$ cat src/hw/rtl/cbc_pkg.sv
// shared types and constants for the colour blob centroid block
package cbc_pkg;
	localparam int unsigned CountW = 17;
	localparam int unsigned SumW = 24;
	localparam int unsigned CenterW = 12;
	localparam logic [CountW-1:0] CountMax = '1;
	localparam logic [SumW-1:0] SumMax = '1;
	localparam logic [CenterW-1:0] CenterMax = '1;

	localparam logic [2:0] RegBright = 3'd0;
	localparam logic [2:0] RegChroma = 3'd1;
	localparam logic [2:0] RegHueLo = 3'd2;
	localparam logic [2:0] RegHueHi = 3'd3;
	localparam logic [2:0] RegMinCount = 3'd4;
	localparam logic [2:0] RegScale = 3'd5;

	typedef struct packed {
		logic [7:0] min_brightness;
		logic [7:0] min_chroma;
		logic [8:0] hue_lower;
		logic [8:0] hue_upper;
		logic [16:0] min_pixel_count;
		logic [4:0] scale_factor;
	} cfg_t;

	// one classified pixel handed from front to back
	typedef struct packed {
		logic hit;
		logic [7:0] col;
		logic [7:0] row;
		logic last;
	} cls_t;

	// 5 bit channel to 8 bit, truncating; ceil(2^20/31) stands in for 1/31
	function automatic logic [7:0] exp5(input logic [4:0] v);
		logic [12:0] p;
		logic [28:0] m;
		p = 13'(v) * 13'd255;
		m = 29'(p) * 29'd33826;
		return m[27:20];
	endfunction

	// 6 bit channel to 8 bit; ceil(2^20/63) stands in for 1/63
	function automatic logic [7:0] exp6(input logic [5:0] v);
		logic [13:0] p;
		logic [28:0] m;
		p = 14'(v) * 14'd255;
		m = 29'(p) * 29'd16645;
		return m[27:20];
	endfunction
endpackage

$ cat src/hw/rtl/cbc_front.sv
// front end: colour expansion, serial hue quotient and match test
module cbc_front #(
	parameter int unsigned MaxColumns = 256,
	parameter int unsigned MaxRows = 256
) (
	input logic clk,
	input logic arst_n,
	input cbc_pkg::cfg_t cfg,
	input logic in_valid,
	output logic in_ready,
	input logic [15:0] pixel_value,
	input logic [7:0] column,
	input logic [7:0] row,
	input logic frame_last,
	output logic out_valid,
	input logic out_ready,
	output cbc_pkg::cls_t out_word
);
	import cbc_pkg::*;

	typedef enum logic [1:0] {DV_LOAD, DV_RUN, DV_DONE} dv_state_t;

	logic v_s1, v_s2;
	logic [7:0] r_s1, g_s1, b_s1, col_s1, row_s1;
	logic last_s1;
	cls_t word_s2;
	logic adv2, adv1, done;
	dv_state_t dv_q;
	logic [2:0] step_q;
	logic [8:0] rem_q;
	logic [5:0] nlo_q, quo_q;
	logic neg_q;

	assign done = v_s1 && (dv_q == DV_DONE);
	assign adv2 = !v_s2 || out_ready;
	assign adv1 = !v_s1 || (done && adv2);
	assign in_ready = adv1;
	assign out_valid = v_s2;
	assign out_word = word_s2;

	logic [7:0] col_c, row_c;
	always_comb begin
		col_c = (32'(column) >= MaxColumns) ? 8'(MaxColumns - 1) : column;
		row_c = (32'(row) >= MaxRows) ? 8'(MaxRows - 1) : row;
	end

	// max, min, hue sector and band test on the stage 1 word
	logic [7:0] mx, mn, dl;
	logic signed [9:0] diff;
	logic [7:0] dmag;
	logic [13:0] mag;
	logic [8:0] trial;
	logic signed [10:0] quo;
	logic signed [10:0] h;
	logic [8:0] base;
	logic in_band, hit;
	always_comb begin
		mx = (r_s1 > g_s1) ? r_s1 : g_s1;
		mx = (mx > b_s1) ? mx : b_s1;
		mn = (r_s1 < g_s1) ? r_s1 : g_s1;
		mn = (mn < b_s1) ? mn : b_s1;
		dl = mx - mn;
		priority if (mx == r_s1) begin
			diff = 10'(g_s1) - 10'(b_s1);
			base = 9'd0;
		end else if (mx == g_s1) begin
			diff = 10'(b_s1) - 10'(r_s1);
			base = 9'd120;
		end else begin
			diff = 10'(r_s1) - 10'(g_s1);
			base = 9'd240;
		end
		dmag = diff[9] ? 8'(-diff) : diff[7:0];
		mag = 14'(dmag) * 14'd60;
		trial = {rem_q[7:0], nlo_q[5]};
		// magnitude quotient with the sign put back, so it truncates toward zero
		quo = neg_q ? -$signed({5'b0, quo_q}) : $signed({5'b0, quo_q});
		h = quo + $signed({2'b0, base});
		if (h < 0) h = h + 11'sd360;
		if (cfg.hue_lower <= cfg.hue_upper)
			in_band = (h >= $signed({2'b0, cfg.hue_lower}))
				&& (h <= $signed({2'b0, cfg.hue_upper}));
		else
			in_band = (h >= $signed({2'b0, cfg.hue_lower}))
				|| (h <= $signed({2'b0, cfg.hue_upper}));
		hit = (dl != 8'd0) && (mx >= cfg.min_brightness) && (dl >= cfg.min_chroma) && in_band;
	end

	// quotient is at most 60, so six restoring steps on the low numerator bits suffice
	always_ff @(posedge clk or negedge arst_n) begin
		if (!arst_n) begin
			v_s1 <= 1'b0;
			v_s2 <= 1'b0;
			dv_q <= DV_DONE;
			step_q <= '0;
			rem_q <= '0;
			nlo_q <= '0;
			quo_q <= '0;
			neg_q <= 1'b0;
		end else begin
			if (adv1) v_s1 <= in_valid;
			if (adv2) v_s2 <= done;
			if (adv1 && in_valid) begin
				dv_q <= DV_LOAD;
			end else begin
				unique case (dv_q)
					DV_LOAD: begin
						rem_q <= {1'b0, mag[13:6]};
						nlo_q <= mag[5:0];
						quo_q <= '0;
						neg_q <= diff[9];
						step_q <= '0;
						dv_q <= DV_RUN;
					end
					DV_RUN: begin
						if (trial >= {1'b0, dl}) begin
							rem_q <= trial - {1'b0, dl};
							quo_q <= {quo_q[4:0], 1'b1};
						end else begin
							rem_q <= trial;
							quo_q <= {quo_q[4:0], 1'b0};
						end
						nlo_q <= {nlo_q[4:0], 1'b0};
						step_q <= step_q + 1'b1;
						if (step_q == 3'd5) dv_q <= DV_DONE;
					end
					DV_DONE: ;
					default: dv_q <= DV_DONE;
				endcase
			end
		end
	end

	always_ff @(posedge clk) begin
		if (adv1 && in_valid) begin
			r_s1 <= exp5(pixel_value[15:11]);
			g_s1 <= exp6(pixel_value[10:5]);
			b_s1 <= exp5(pixel_value[4:0]);
			col_s1 <= col_c;
			row_s1 <= row_c;
			last_s1 <= frame_last;
		end
		if (adv2 && done) begin
			word_s2 <= '{hit: hit, col: col_s1, row: row_s1, last: last_s1};
		end
	end
endmodule

$ cat src/hw/rtl/cbc_fifo.sv
// short word queue between front and back
module cbc_fifo #(
	parameter int unsigned Depth = 4
) (
	input logic clk,
	input logic arst_n,
	input logic in_valid,
	output logic in_ready,
	input cbc_pkg::cls_t in_word,
	output logic out_valid,
	input logic out_ready,
	output cbc_pkg::cls_t out_word
);
	import cbc_pkg::*;
	localparam int unsigned AW = $clog2(Depth);

	cls_t mem_q [Depth];
	logic [AW-1:0] wp_q, rp_q;
	logic [AW:0] cnt_q;
	logic push, pop;

	assign in_ready = cnt_q != (AW+1)'(Depth);
	assign out_valid = cnt_q != '0;
	assign out_word = mem_q[rp_q];
	assign push = in_valid && in_ready;
	assign pop = out_valid && out_ready;

	always_ff @(posedge clk or negedge arst_n) begin
		if (!arst_n) begin
			wp_q <= '0;
			rp_q <= '0;
			cnt_q <= '0;
		end else begin
			if (push) wp_q <= (32'(wp_q) == Depth - 1) ? '0 : wp_q + 1'b1;
			if (pop) rp_q <= (32'(rp_q) == Depth - 1) ? '0 : rp_q + 1'b1;
			cnt_q <= cnt_q + (AW+1)'(push) - (AW+1)'(pop);
		end
	end

	always_ff @(posedge clk) begin
		if (push) mem_q[wp_q] <= in_word;
	end
endmodule

$ cat src/hw/rtl/cbc_back.sv
// back end: accumulators, and at frame end a multiply and, when a blob is found, a serial divide
module cbc_back (
	input logic clk,
	input logic arst_n,
	input cbc_pkg::cfg_t cfg,
	input logic in_valid,
	output logic in_ready,
	input cbc_pkg::cls_t in_word,
	output logic out_valid,
	input logic out_ready,
	output logic found,
	output logic [11:0] center_x,
	output logic [11:0] center_y,
	output logic [16:0] match_total
);
	import cbc_pkg::*;

	typedef enum logic [2:0] {ST_ACC, ST_MUL, ST_DIV, ST_OUT} state_t;
	state_t state_q;

	logic [CountW-1:0] cnt_q;
	logic [SumW-1:0] csum_q, rsum_q;
	logic [28:0] nx_q, ny_q;
	logic [28:0] qx_q, qy_q;
	logic [CountW:0] remx_q, remy_q;
	logic [4:0] step_q;
	logic fnd_q;

	assign in_ready = state_q == ST_ACC;

	// saturating adds for the incoming word
	logic [CountW:0] cnt_add;
	logic [SumW:0] cs_add, rs_add;
	logic [CountW-1:0] cnt_n;
	logic [SumW-1:0] cs_n, rs_n;
	always_comb begin
		cnt_add = {1'b0, cnt_q} + 1'b1;
		cs_add = {1'b0, csum_q} + (SumW+1)'(in_word.col);
		rs_add = {1'b0, rsum_q} + (SumW+1)'(in_word.row);
		cnt_n = cnt_q;
		cs_n = csum_q;
		rs_n = rsum_q;
		if (in_word.hit) begin
			cnt_n = cnt_add[CountW] ? CountMax : cnt_add[CountW-1:0];
			cs_n = cs_add[SumW] ? SumMax : cs_add[SumW-1:0];
			rs_n = rs_add[SumW] ? SumMax : rs_add[SumW-1:0];
		end
	end

	// restoring divide step, one quotient bit per cycle for both axes
	logic [CountW+1:0] tx, ty;
	always_comb begin
		tx = {remx_q, nx_q[28]};
		ty = {remy_q, ny_q[28]};
	end

	always_ff @(posedge clk or negedge arst_n) begin
		if (!arst_n) begin
			state_q <= ST_ACC;
			out_valid <= 1'b0;
			cnt_q <= '0;
			csum_q <= '0;
			rsum_q <= '0;
			step_q <= '0;
			fnd_q <= 1'b0;
		end else begin
			unique case (state_q)
				ST_ACC: begin
					if (in_valid) begin
						if (in_word.last) begin
							cnt_q <= cnt_n;
							csum_q <= cs_n;
							rsum_q <= rs_n;
							fnd_q <= (cnt_n != '0) && (cnt_n >= cfg.min_pixel_count);
							state_q <= ST_MUL;
						end else begin
							cnt_q <= cnt_n;
							csum_q <= cs_n;
							rsum_q <= rs_n;
						end
					end
				end
				ST_MUL: begin
					nx_q <= 29'(csum_q) * 29'(cfg.scale_factor);
					ny_q <= 29'(rsum_q) * 29'(cfg.scale_factor);
					remx_q <= '0;
					remy_q <= '0;
					step_q <= '0;
					state_q <= fnd_q ? ST_DIV : ST_OUT;
					if (!fnd_q) begin
						found <= 1'b0;
						match_total <= cnt_q;
						out_valid <= 1'b1;
					end
				end
				ST_DIV: begin
					nx_q <= {nx_q[27:0], 1'b0};
					ny_q <= {ny_q[27:0], 1'b0};
					if (tx >= (CountW+2)'(cnt_q)) begin
						remx_q <= (CountW+1)'(tx - (CountW+2)'(cnt_q));
						qx_q <= {qx_q[27:0], 1'b1};
					end else begin
						remx_q <= tx[CountW:0];
						qx_q <= {qx_q[27:0], 1'b0};
					end
					if (ty >= (CountW+2)'(cnt_q)) begin
						remy_q <= (CountW+1)'(ty - (CountW+2)'(cnt_q));
						qy_q <= {qy_q[27:0], 1'b1};
					end else begin
						remy_q <= ty[CountW:0];
						qy_q <= {qy_q[27:0], 1'b0};
					end
					step_q <= step_q + 1'b1;
					if (step_q == 5'd28) begin
						state_q <= ST_OUT;
						out_valid <= 1'b1;
						found <= 1'b1;
						match_total <= cnt_q;
					end
				end
				ST_OUT: begin
					if (out_valid && out_ready) begin
						out_valid <= 1'b0;
						cnt_q <= '0;
						csum_q <= '0;
						rsum_q <= '0;
						state_q <= ST_ACC;
					end
				end
				default: state_q <= ST_ACC;
			endcase
		end
	end

	// centre saturation once the quotients settle
	always_comb begin
		center_x = '0;
		center_y = '0;
		if (fnd_q) begin
			center_x = (qx_q > 29'(CenterMax)) ? CenterMax : qx_q[CenterW-1:0];
			center_y = (qy_q > 29'(CenterMax)) ? CenterMax : qy_q[CenterW-1:0];
		end
	end
endmodule

$ cat src/hw/rtl/color_blob_centroid.sv
// top level of the colour blob centroid block
// Colour blob centroid: the front takes one RGB565 word at a time and holds off the
// next until that word's hue is done and its result can move on; after the word is
// registered, a load step forms the hue numerator and a one-bit-per-cycle divider gives
// the hue offset, then the classified word moves into a four-entry queue, and the back
// end adds matches into its accumulators. A frame-end word holds the back end (a
// multiply state; only when a blob is found, two one-bit-per-cycle dividers running side
// by side for the two centres; then offering the result word until the receiver takes
// it) before it takes the next word; the queue absorbs pixels meanwhile.
module color_blob_centroid #(
	parameter int unsigned MAX_COLUMNS = 256,
	parameter int unsigned MAX_ROWS = 256
) (
	input logic clk,
	input logic arst_n,
	input logic psel,
	input logic penable,
	input logic pwrite,
	input logic [4:0] paddr,
	input logic [31:0] pwdata,
	output logic [31:0] prdata,
	output logic pready,
	input logic in_valid,
	output logic in_ready,
	input logic [15:0] pixel_value,
	input logic [7:0] column,
	input logic [7:0] row,
	input logic frame_last,
	output logic out_valid,
	input logic out_ready,
	output logic found,
	output logic [11:0] center_x,
	output logic [11:0] center_y,
	output logic [16:0] match_total
);
	import cbc_pkg::*;

	cfg_t cfg_q;
	logic [2:0] ridx;
	assign ridx = paddr[4:2];
	assign pready = 1'b1;

	always_ff @(posedge clk or negedge arst_n) begin
		if (!arst_n) begin
			cfg_q <= '{min_brightness: 8'd80, min_chroma: 8'd25, hue_lower: 9'd300,
				hue_upper: 9'd12, min_pixel_count: 17'd18, scale_factor: 5'd8};
		end else if (psel && penable && pwrite && pready) begin
			unique case (ridx)
				RegBright: cfg_q.min_brightness <= pwdata[7:0];
				RegChroma: cfg_q.min_chroma <= pwdata[7:0];
				RegHueLo: cfg_q.hue_lower <= pwdata[8:0];
				RegHueHi: cfg_q.hue_upper <= pwdata[8:0];
				RegMinCount: cfg_q.min_pixel_count <= pwdata[16:0];
				RegScale: cfg_q.scale_factor <= pwdata[4:0];
				default: ;
			endcase
		end
	end

	always_comb begin
		unique case (ridx)
			RegBright: prdata = 32'(cfg_q.min_brightness);
			RegChroma: prdata = 32'(cfg_q.min_chroma);
			RegHueLo: prdata = 32'(cfg_q.hue_lower);
			RegHueHi: prdata = 32'(cfg_q.hue_upper);
			RegMinCount: prdata = 32'(cfg_q.min_pixel_count);
			RegScale: prdata = 32'(cfg_q.scale_factor);
			default: prdata = '0;
		endcase
	end

	logic f_v, f_r, q_v, q_r;
	cls_t f_w, q_w;

	cbc_front #(.MaxColumns(MAX_COLUMNS), .MaxRows(MAX_ROWS)) u_front (
		.clk, .arst_n, .cfg(cfg_q), .in_valid, .in_ready, .pixel_value, .column,
		.row, .frame_last, .out_valid(f_v), .out_ready(f_r), .out_word(f_w)
	);

	cbc_fifo #(.Depth(4)) u_fifo (
		.clk, .arst_n, .in_valid(f_v), .in_ready(f_r), .in_word(f_w),
		.out_valid(q_v), .out_ready(q_r), .out_word(q_w)
	);

	cbc_back u_back (
		.clk, .arst_n, .cfg(cfg_q), .in_valid(q_v), .in_ready(q_r), .in_word(q_w),
		.out_valid, .out_ready, .found, .center_x, .center_y, .match_total
	);
endmodule

$ cat config.mk
export PLATFORM = sky130hd
export DESIGN_NAME = color_blob_centroid
export DESIGN_NICKNAME = d
export VERILOG_FILES = /design/src/hw/rtl/cbc_pkg.sv /design/src/hw/rtl/cbc_front.sv /design/src/hw/rtl/cbc_fifo.sv /design/src/hw/rtl/cbc_back.sv /design/src/hw/rtl/color_blob_centroid.sv
export SDC_FILE = /design/constraint.sdc
export NUM_CORES = 2
export LEC_CHECK = 0
export BUFFER_PORTS_ARGS = -buffer_cell sky130_fd_sc_hd__buf_2
export CAP_MARGIN = 10
export CORE_UTILIZATION = 50
export CTS_BUF_LIST = sky130_fd_sc_hd__clkbuf_4
export CTS_CLUSTER_SIZE = 10
export DETAILED_ROUTE_END_ITERATION = 12
export PLACE_DENSITY_LB_ADDON = 0.12
export SLEW_MARGIN = 10
export SYNTH_ARGS = -nofsm -noshare
export SYNTH_HDL_FRONTEND = slang
export SYNTH_SLANG_ARGS = --single-unit
$ cat constraint.sdc
create_clock -name clk -period 18.4 [get_ports clk]
set_clock_uncertainty 0.1 [all_clocks]
set_input_delay 4.6 -clock clk [delete_from_list [all_inputs] [get_ports clk]]
set_output_delay 4.6 -clock clk [all_outputs]
set_load 0.005 [all_outputs]
## Word level (Yosys, flattened, before mapping)

Memory sizes are Yosys's and may differ from the RTL's.
Index checks and enable logic that the tools add are counted.

| cells by class | value |
|---|---|
| add/sub/neg operators | 20 |
| $lt $le $gt $ge | 16 |
| bitwise logic cells | 1 |
| reduce and logical (&&, ||, !) cells | 45 |
| eq/ne operators | 25 |
| multipliers | 9 |
| muxes and demuxes | 68 |

Operators by type and width:

| operator | number |
|---|---|
| 24-bit two-way mux | 7 |
| 29-bit case mux with 2 select lines | 2 |
| 17-bit two-way mux | 6 |
| 17-bit case mux with 6 select lines | 1 |
| 24-bit case mux with 2 select lines | 2 |
| 18-bit case mux with 2 select lines | 2 |
| 17-bit case mux with 2 select lines | 2 |
| 29-bit by 12-bit > comparator with 1-bit output (second input constant) | 2 |
| 24-bit by 5-bit multiplier with 29-bit output | 2 |
| 8-bit two-way mux | 7 |
| 13-bit by 15-bit multiplier with 27-bit output (second input constant) | 2 |
| 24-bit by 8-bit adder with 25-bit output | 2 |
| 12-bit two-way mux | 4 |
| 19-bit by 17-bit greater-or-equal comparator with 1-bit output | 2 |
| 18-bit two-way mux | 2 |
| 18-bit by 17-bit subtractor with 18-bit output | 2 |
| 14-bit by 15-bit multiplier with 28-bit output (second input constant) | 1 |
| 8-bit by 8-bit subtractor with 9-bit output | 3 |
| 5-bit by 8-bit multiplier with 13-bit output (second input constant) | 2 |
| 6-bit case mux with 2 select lines | 2 |
| 11-bit two-way mux | 2 |
| 2-bit AND reduction | 11 |
| 10-bit two-way mux | 2 |
| 17-bit by 1-bit adder with 18-bit output (second input constant) | 1 |
| 55 further kinds | 113 |

| word-level totals | value |
|---|---|
| word-level logic and storage cells | 227 |
| register bits after elaboration | 395 |
| output and inout port bits | 77 |
| input port bits | 77 |
| memory bits (writable) | 72 |
| memories kept | 1 |

Memory list:

| memory | depth | bits a word | read ports | clocked after memory_dff | write ports | RTL line | source |
|---|---|---|---|---|---|---|---|
| u_fifo.mem_q | 4 | 18 | 1 | 0 | 1 | cbc_fifo.sv:17 | `cls_t mem_q [Depth];` |

## Logic depth before layout (Yosys ltp)

| depth | value |
|---|---|
| depth in word-level cells | 14 |
| mapped depth | 42 |
| mapped depth without buffers | 37 |

## Cells and area by module

From an unflattened synthesis, not the netlist that was laid out.

| unflattened totals | value |
|---|---|
| cell total of the unflattened synthesis | 4188 |
| area total of the unflattened synthesis | 41675.0 um^2 |

By module, submodules not included:

| module | sequential area each (um^2) | cells each | area an instance (um^2) | instances |
|---|---|---|---|---|
| cbc_back | 6956.7 | 2241 | 21058.9 | 1 |
| cbc_front | 2423.6 | 1599 | 14735.4 | 1 |
| cbc_fifo | 2337.2 | 137 | 3062.9 | 1 |
| color_blob_centroid | 1418.9 | 211 | 2817.7 | 1 |

## Worst setup path before layout

No wires, ideal clock.

| timing | value |
|---|---|
| path type | input to register |
| from | input pixel_value[8] |
| to | register u_front.g_s1[7] (data pin) |
| data required time | 18.038 ns |
| setup slack | 5.793 ns |
| data arrival time | 12.245 ns |
| buffers on the path | 0 |
| setup time | 0.262 ns |
| cell stages on the path | 34 |
| cell sequence | fa_1 > inv_1 > fa_1 > fa_1 > inv_1 > ha_1 > nor2b_1 > o21ai_0 > a21boi_0 > o21ai_0 > a21boi_0 > o21a_1 > o21a_1 > or4_1 > and3_1 > ha_1 > ha_1 > inv_1 > fa_1 > fa_1 > inv_1 > ha_1 > ha_1 > ha_1 > a21oi_1 > nor2b_1 > o21ai_0 > nand3_1 > o22ai_1 > nor2_1 > o31a_1 > and4_1 > o31ai_1 > xnor2_1 |

| between the ends | value |
|---|---|
| word-level cells in the longest chain between the ends | 2 |

Ends and longest elaborated chain:

| element | RTL line | source |
|---|---|---|
| start, declared | color_blob_centroid.sv:25 | `input logic [15:0] pixel_value,` |
| 6-bit by 8-bit multiplier with 14-bit output | cbc_pkg.sv:47 | `p = 14'(v) * 14'd255;` |
| 14-bit by 15-bit multiplier with 28-bit output | cbc_pkg.sv:48 | `m = 29'(p) * 29'd16645;` |
| end signal, assigned | cbc_front.sv:137 | `g_s1 <= exp6(pixel_value[10:5]);` |
| end, declared | cbc_front.sv:24 | `logic [7:0] r_s1, g_s1, b_s1, col_s1, row_s1;` |

No other way between the ends.
A chain may end at the register's enable or synchronous reset.

## Final worst setup path

Ends and elaborated chain as after synthesis.

==> impl_metrics.json <==
{
  "cts_sinks": 464,
  "syn_inst": 4082,
  "multi_input_area_mm2": 0.0251,
  "ys_seq_area_share_pct": 32.4,
  "period_minus_slack_ns": 12.41,
  "synth.top_cell.area_share_pct": 22.3,
  "yosysWarningCount": 0,
  "synth_common_cells": "ha_1, inv_1, nand2_1, edfxtp_1, o21ai_0",
  "nets": 5040,
  "synthTopCellsByArea": "edfxtp_1, ha_1, fa_1",
  "whs_ns": 0.318,
  "initial_core_util_pct": 50.5,
  "cts_tree": "yes",
  "drv_slew": 0,
  "async_flop_share_pct": 35.1,
  "outcome": "complete, no violations",
  "drtPass1Iterations": 6,
  "grt_start_max_net_pins": 84,
  "cts_buffers": 134,
  "htree_levels": 4,
  "num_vias": 29100,
  "grt_pass1_wl_um": 146000,
  "grt_pass1_vias": 28900,
  "r2r_end": "u_front.rem_q[7]",
  "syn_area_per_cell_um2": 9.95,
  "rows": 104,
  "slowest_delay_ns": 0.67,
  "io_pins": 154,
  "arrival_ns": 13.01,
  "worst-r2r-cell-count": 35,
  "cp.required_ns": 19.01,
  "final_util_pct": 54.5,
  "syn_area_mm2": 0.0406,
  "hold_depth": 0,
  "core_area_mm2": 0.0804,
  "drv_cap": 0,
  "synth.most_common_cell": "ha_1",
  "fmax_ghz": 0.0806,
  "crit_family": "adder cells",
  "finalHoldViolCount": 0,
  "critPathMaxFanout": 5,
  "area_delta_synth_final_pct": 7.93,
  "cp-start-kind": "input pin",
  "grt_setup_unrepaired": "false",
  "gr-usage-all-layers_pct": 21.8,
  "synth_ff_type": "edfxtp_1",
  "synth_edf_count": 301,
  "tns_ns": 0,
  "relSlewSlack_pct": 27.6,
  "clock_latency_ns": 1.00,
  "antenna_left": 0,
  "synthDistinctLibCells": 95,
  "wirelength_um": 87100,
  "critPathBufInv": 5,
  "gp_congestion": 0.867,
  "rrSetupSlack_ns": 9.01,
  "wire_per_inst_um": 16.2,
  "n_fill_cell": 7375,
  "drive_gt1_share_pct": 11.4,
  "setup_violations": 0,
  "endpoint_kind": "flop",
  "hold_buffers": 0,
  "fp.dieW_um": 287,
  "crit_top_cell": "ha_1",
  "clockBufferDepth": 3,
  "antenna_found_initial": 2,
  "cts_root_buffer": "clkbuf_4",
  "die_y_um": 287,
  "synth-seq-cells": 464,
  "drcViolationCount": 0,
  "slowest_stage": "fa_1",
  "clk_pin_slew_ns": 0.07,
  "worstReg2RegStart": "u_front.g_s1[6]",
  "startpoint": "pixel_value[8]",
  "port_buffers": 120,
  "cts.repair.resized": 0,
  "cts_setup_buffers": 0,
  "hp-class": "flop to flop",
  "hold_end": "u_front.out_word[3]",
  "hpwl_um": 65100,
  "overflow": 0,
  "yosysTopAreaCell": "edfxtp_1",
  "tightest_slew_ns": 1.09,
  "crit_type": "input pin to flop",
  "register_area_mm2": 0.0131,
  "vias_per_cell": 5.40,
  "period_share_pct": 67.4,
  "dr.first_iter.drc_count": 1555,
  "min_from": "u_front.row_s1[2]",
  "dieArea_mm2": 0.0823
}
## how the worst max path moves through the flow
stage / to / slack [ns] / cells past startpoint
2_1_floorplan: u_front.g_s1[7] / 5.79 / 34
3_3_place_gp: u_front.g_s1[7] / 5.03 / 35
3_5_place_dp: u_front.g_s1[7] / 5.00 / 35
4_1_cts: u_front.g_s1[7] / 6.06 / 35
5_1_grt: u_front.g_s1[7] / 5.54 / 35
6_report: u_front.g_s1[7] / 5.99 / 35
## flip-flops by register name, indices dropped and copies added (netlist names), 24 cells and up
register,cells
u_back.nx_q,29
u_back.qy_q,29
u_back.csum_q,24
cfg_q,56
u_back.qx_q,29
u_fifo.mem_q,72
u_back.rsum_q,24
u_back.ny_q,29
## placed cells by master (no fill, tap or decap), types with 12 or more instances in the layout
| cell type | count |
|---|---|
| nor2b_1 | 68 |
| nand2b_1 | 28 |
| nand3_1 | 67 |
| nor3_1 | 63 |
| a21boi_0 | 16 |
| conb_1 | 16 |
| nand4_1 | 28 |
| or3_1 | 15 |
| edfxtp_1 | 301 |
| xor2_1 | 70 |
| o21bai_1 | 31 |
| o21ai_0 | 221 |
| a22oi_1 | 12 |
| clkbuf_4 | 197 |
| xnor2_1 | 137 |
| ha_1 | 530 |
| a31oi_1 | 20 |
| a211oi_1 | 18 |
| a21oi_1 | 195 |
| mux4_2 | 21 |
| buf_4 | 21 |
| fa_1 | 216 |
| buf_2 | 119 |
| and3_1 | 22 |
| a22o_1 | 22 |
| nor2_1 | 208 |
| a21o_1 | 68 |
| mux2_2 | 45 |
| dfstp_2 | 15 |
| o221ai_1 | 18 |
| nand2_1 | 395 |
| clkinv_1 | 26 |
| mux2i_1 | 71 |
| dfrtp_1 | 146 |
| and2_1 | 119 |
| inv_1 | 453 |
| o31ai_1 | 25 |
| o21a_1 | 42 |
| o22ai_1 | 14 |
| nor4_1 | 19 |
## layer usage
metal  share of wire, %  GRT usage, %
met1                 46          28.8
met5                  0             0
met4                1.9          6.36
met3                3.9          4.06
met2                 48          36.5
## per-stage QoR
stage / cell area (µm²) / instances / setup WS, ns
after floorplan: 40700 / 4096 / 5.79
after global placement: 42100 / 5140 / 5.03
after detailed placement: 42100 / 5140 / 5.00
after CTS: 43800 / 5380 / 6.06
after global routing: 43800 / 5382 / 5.54
final: 43800 / 5382 / 5.99
## area by class of cell
cell class | instances | share of cell area [%]
Antenna cell | 2 | 0.0114
Clock buffer | 197 | 3.37
Clock inverter | 43 | 0.548
Inverter | 458 | 3.93
Multi-Input combinational cell | 3017 | 57.4
Sequential cell | 464 | 30.0
Tap cell | 1060 | 3.03
Timing Repair Buffer | 141 | 1.75
## logic make-up after synthesis
group                    Yosys count  synth area share [%]
AO/OA/AOI/OAI                    816                  13.0
XOR/XNOR                         207                  4.47
adder cells (fa/ha/maj)          747                  27.0
buffers and inverters            615                  5.95
flip-flops                       464                  32.4
multiplexers                     139                  4.25
other                              2                0.0185
AND/OR/NAND/NOR                 1092                  12.9
Power is left out: the tool's default activity adds up to more than one toggle a clock period on the data nets, which glitch-free logic cannot reach.
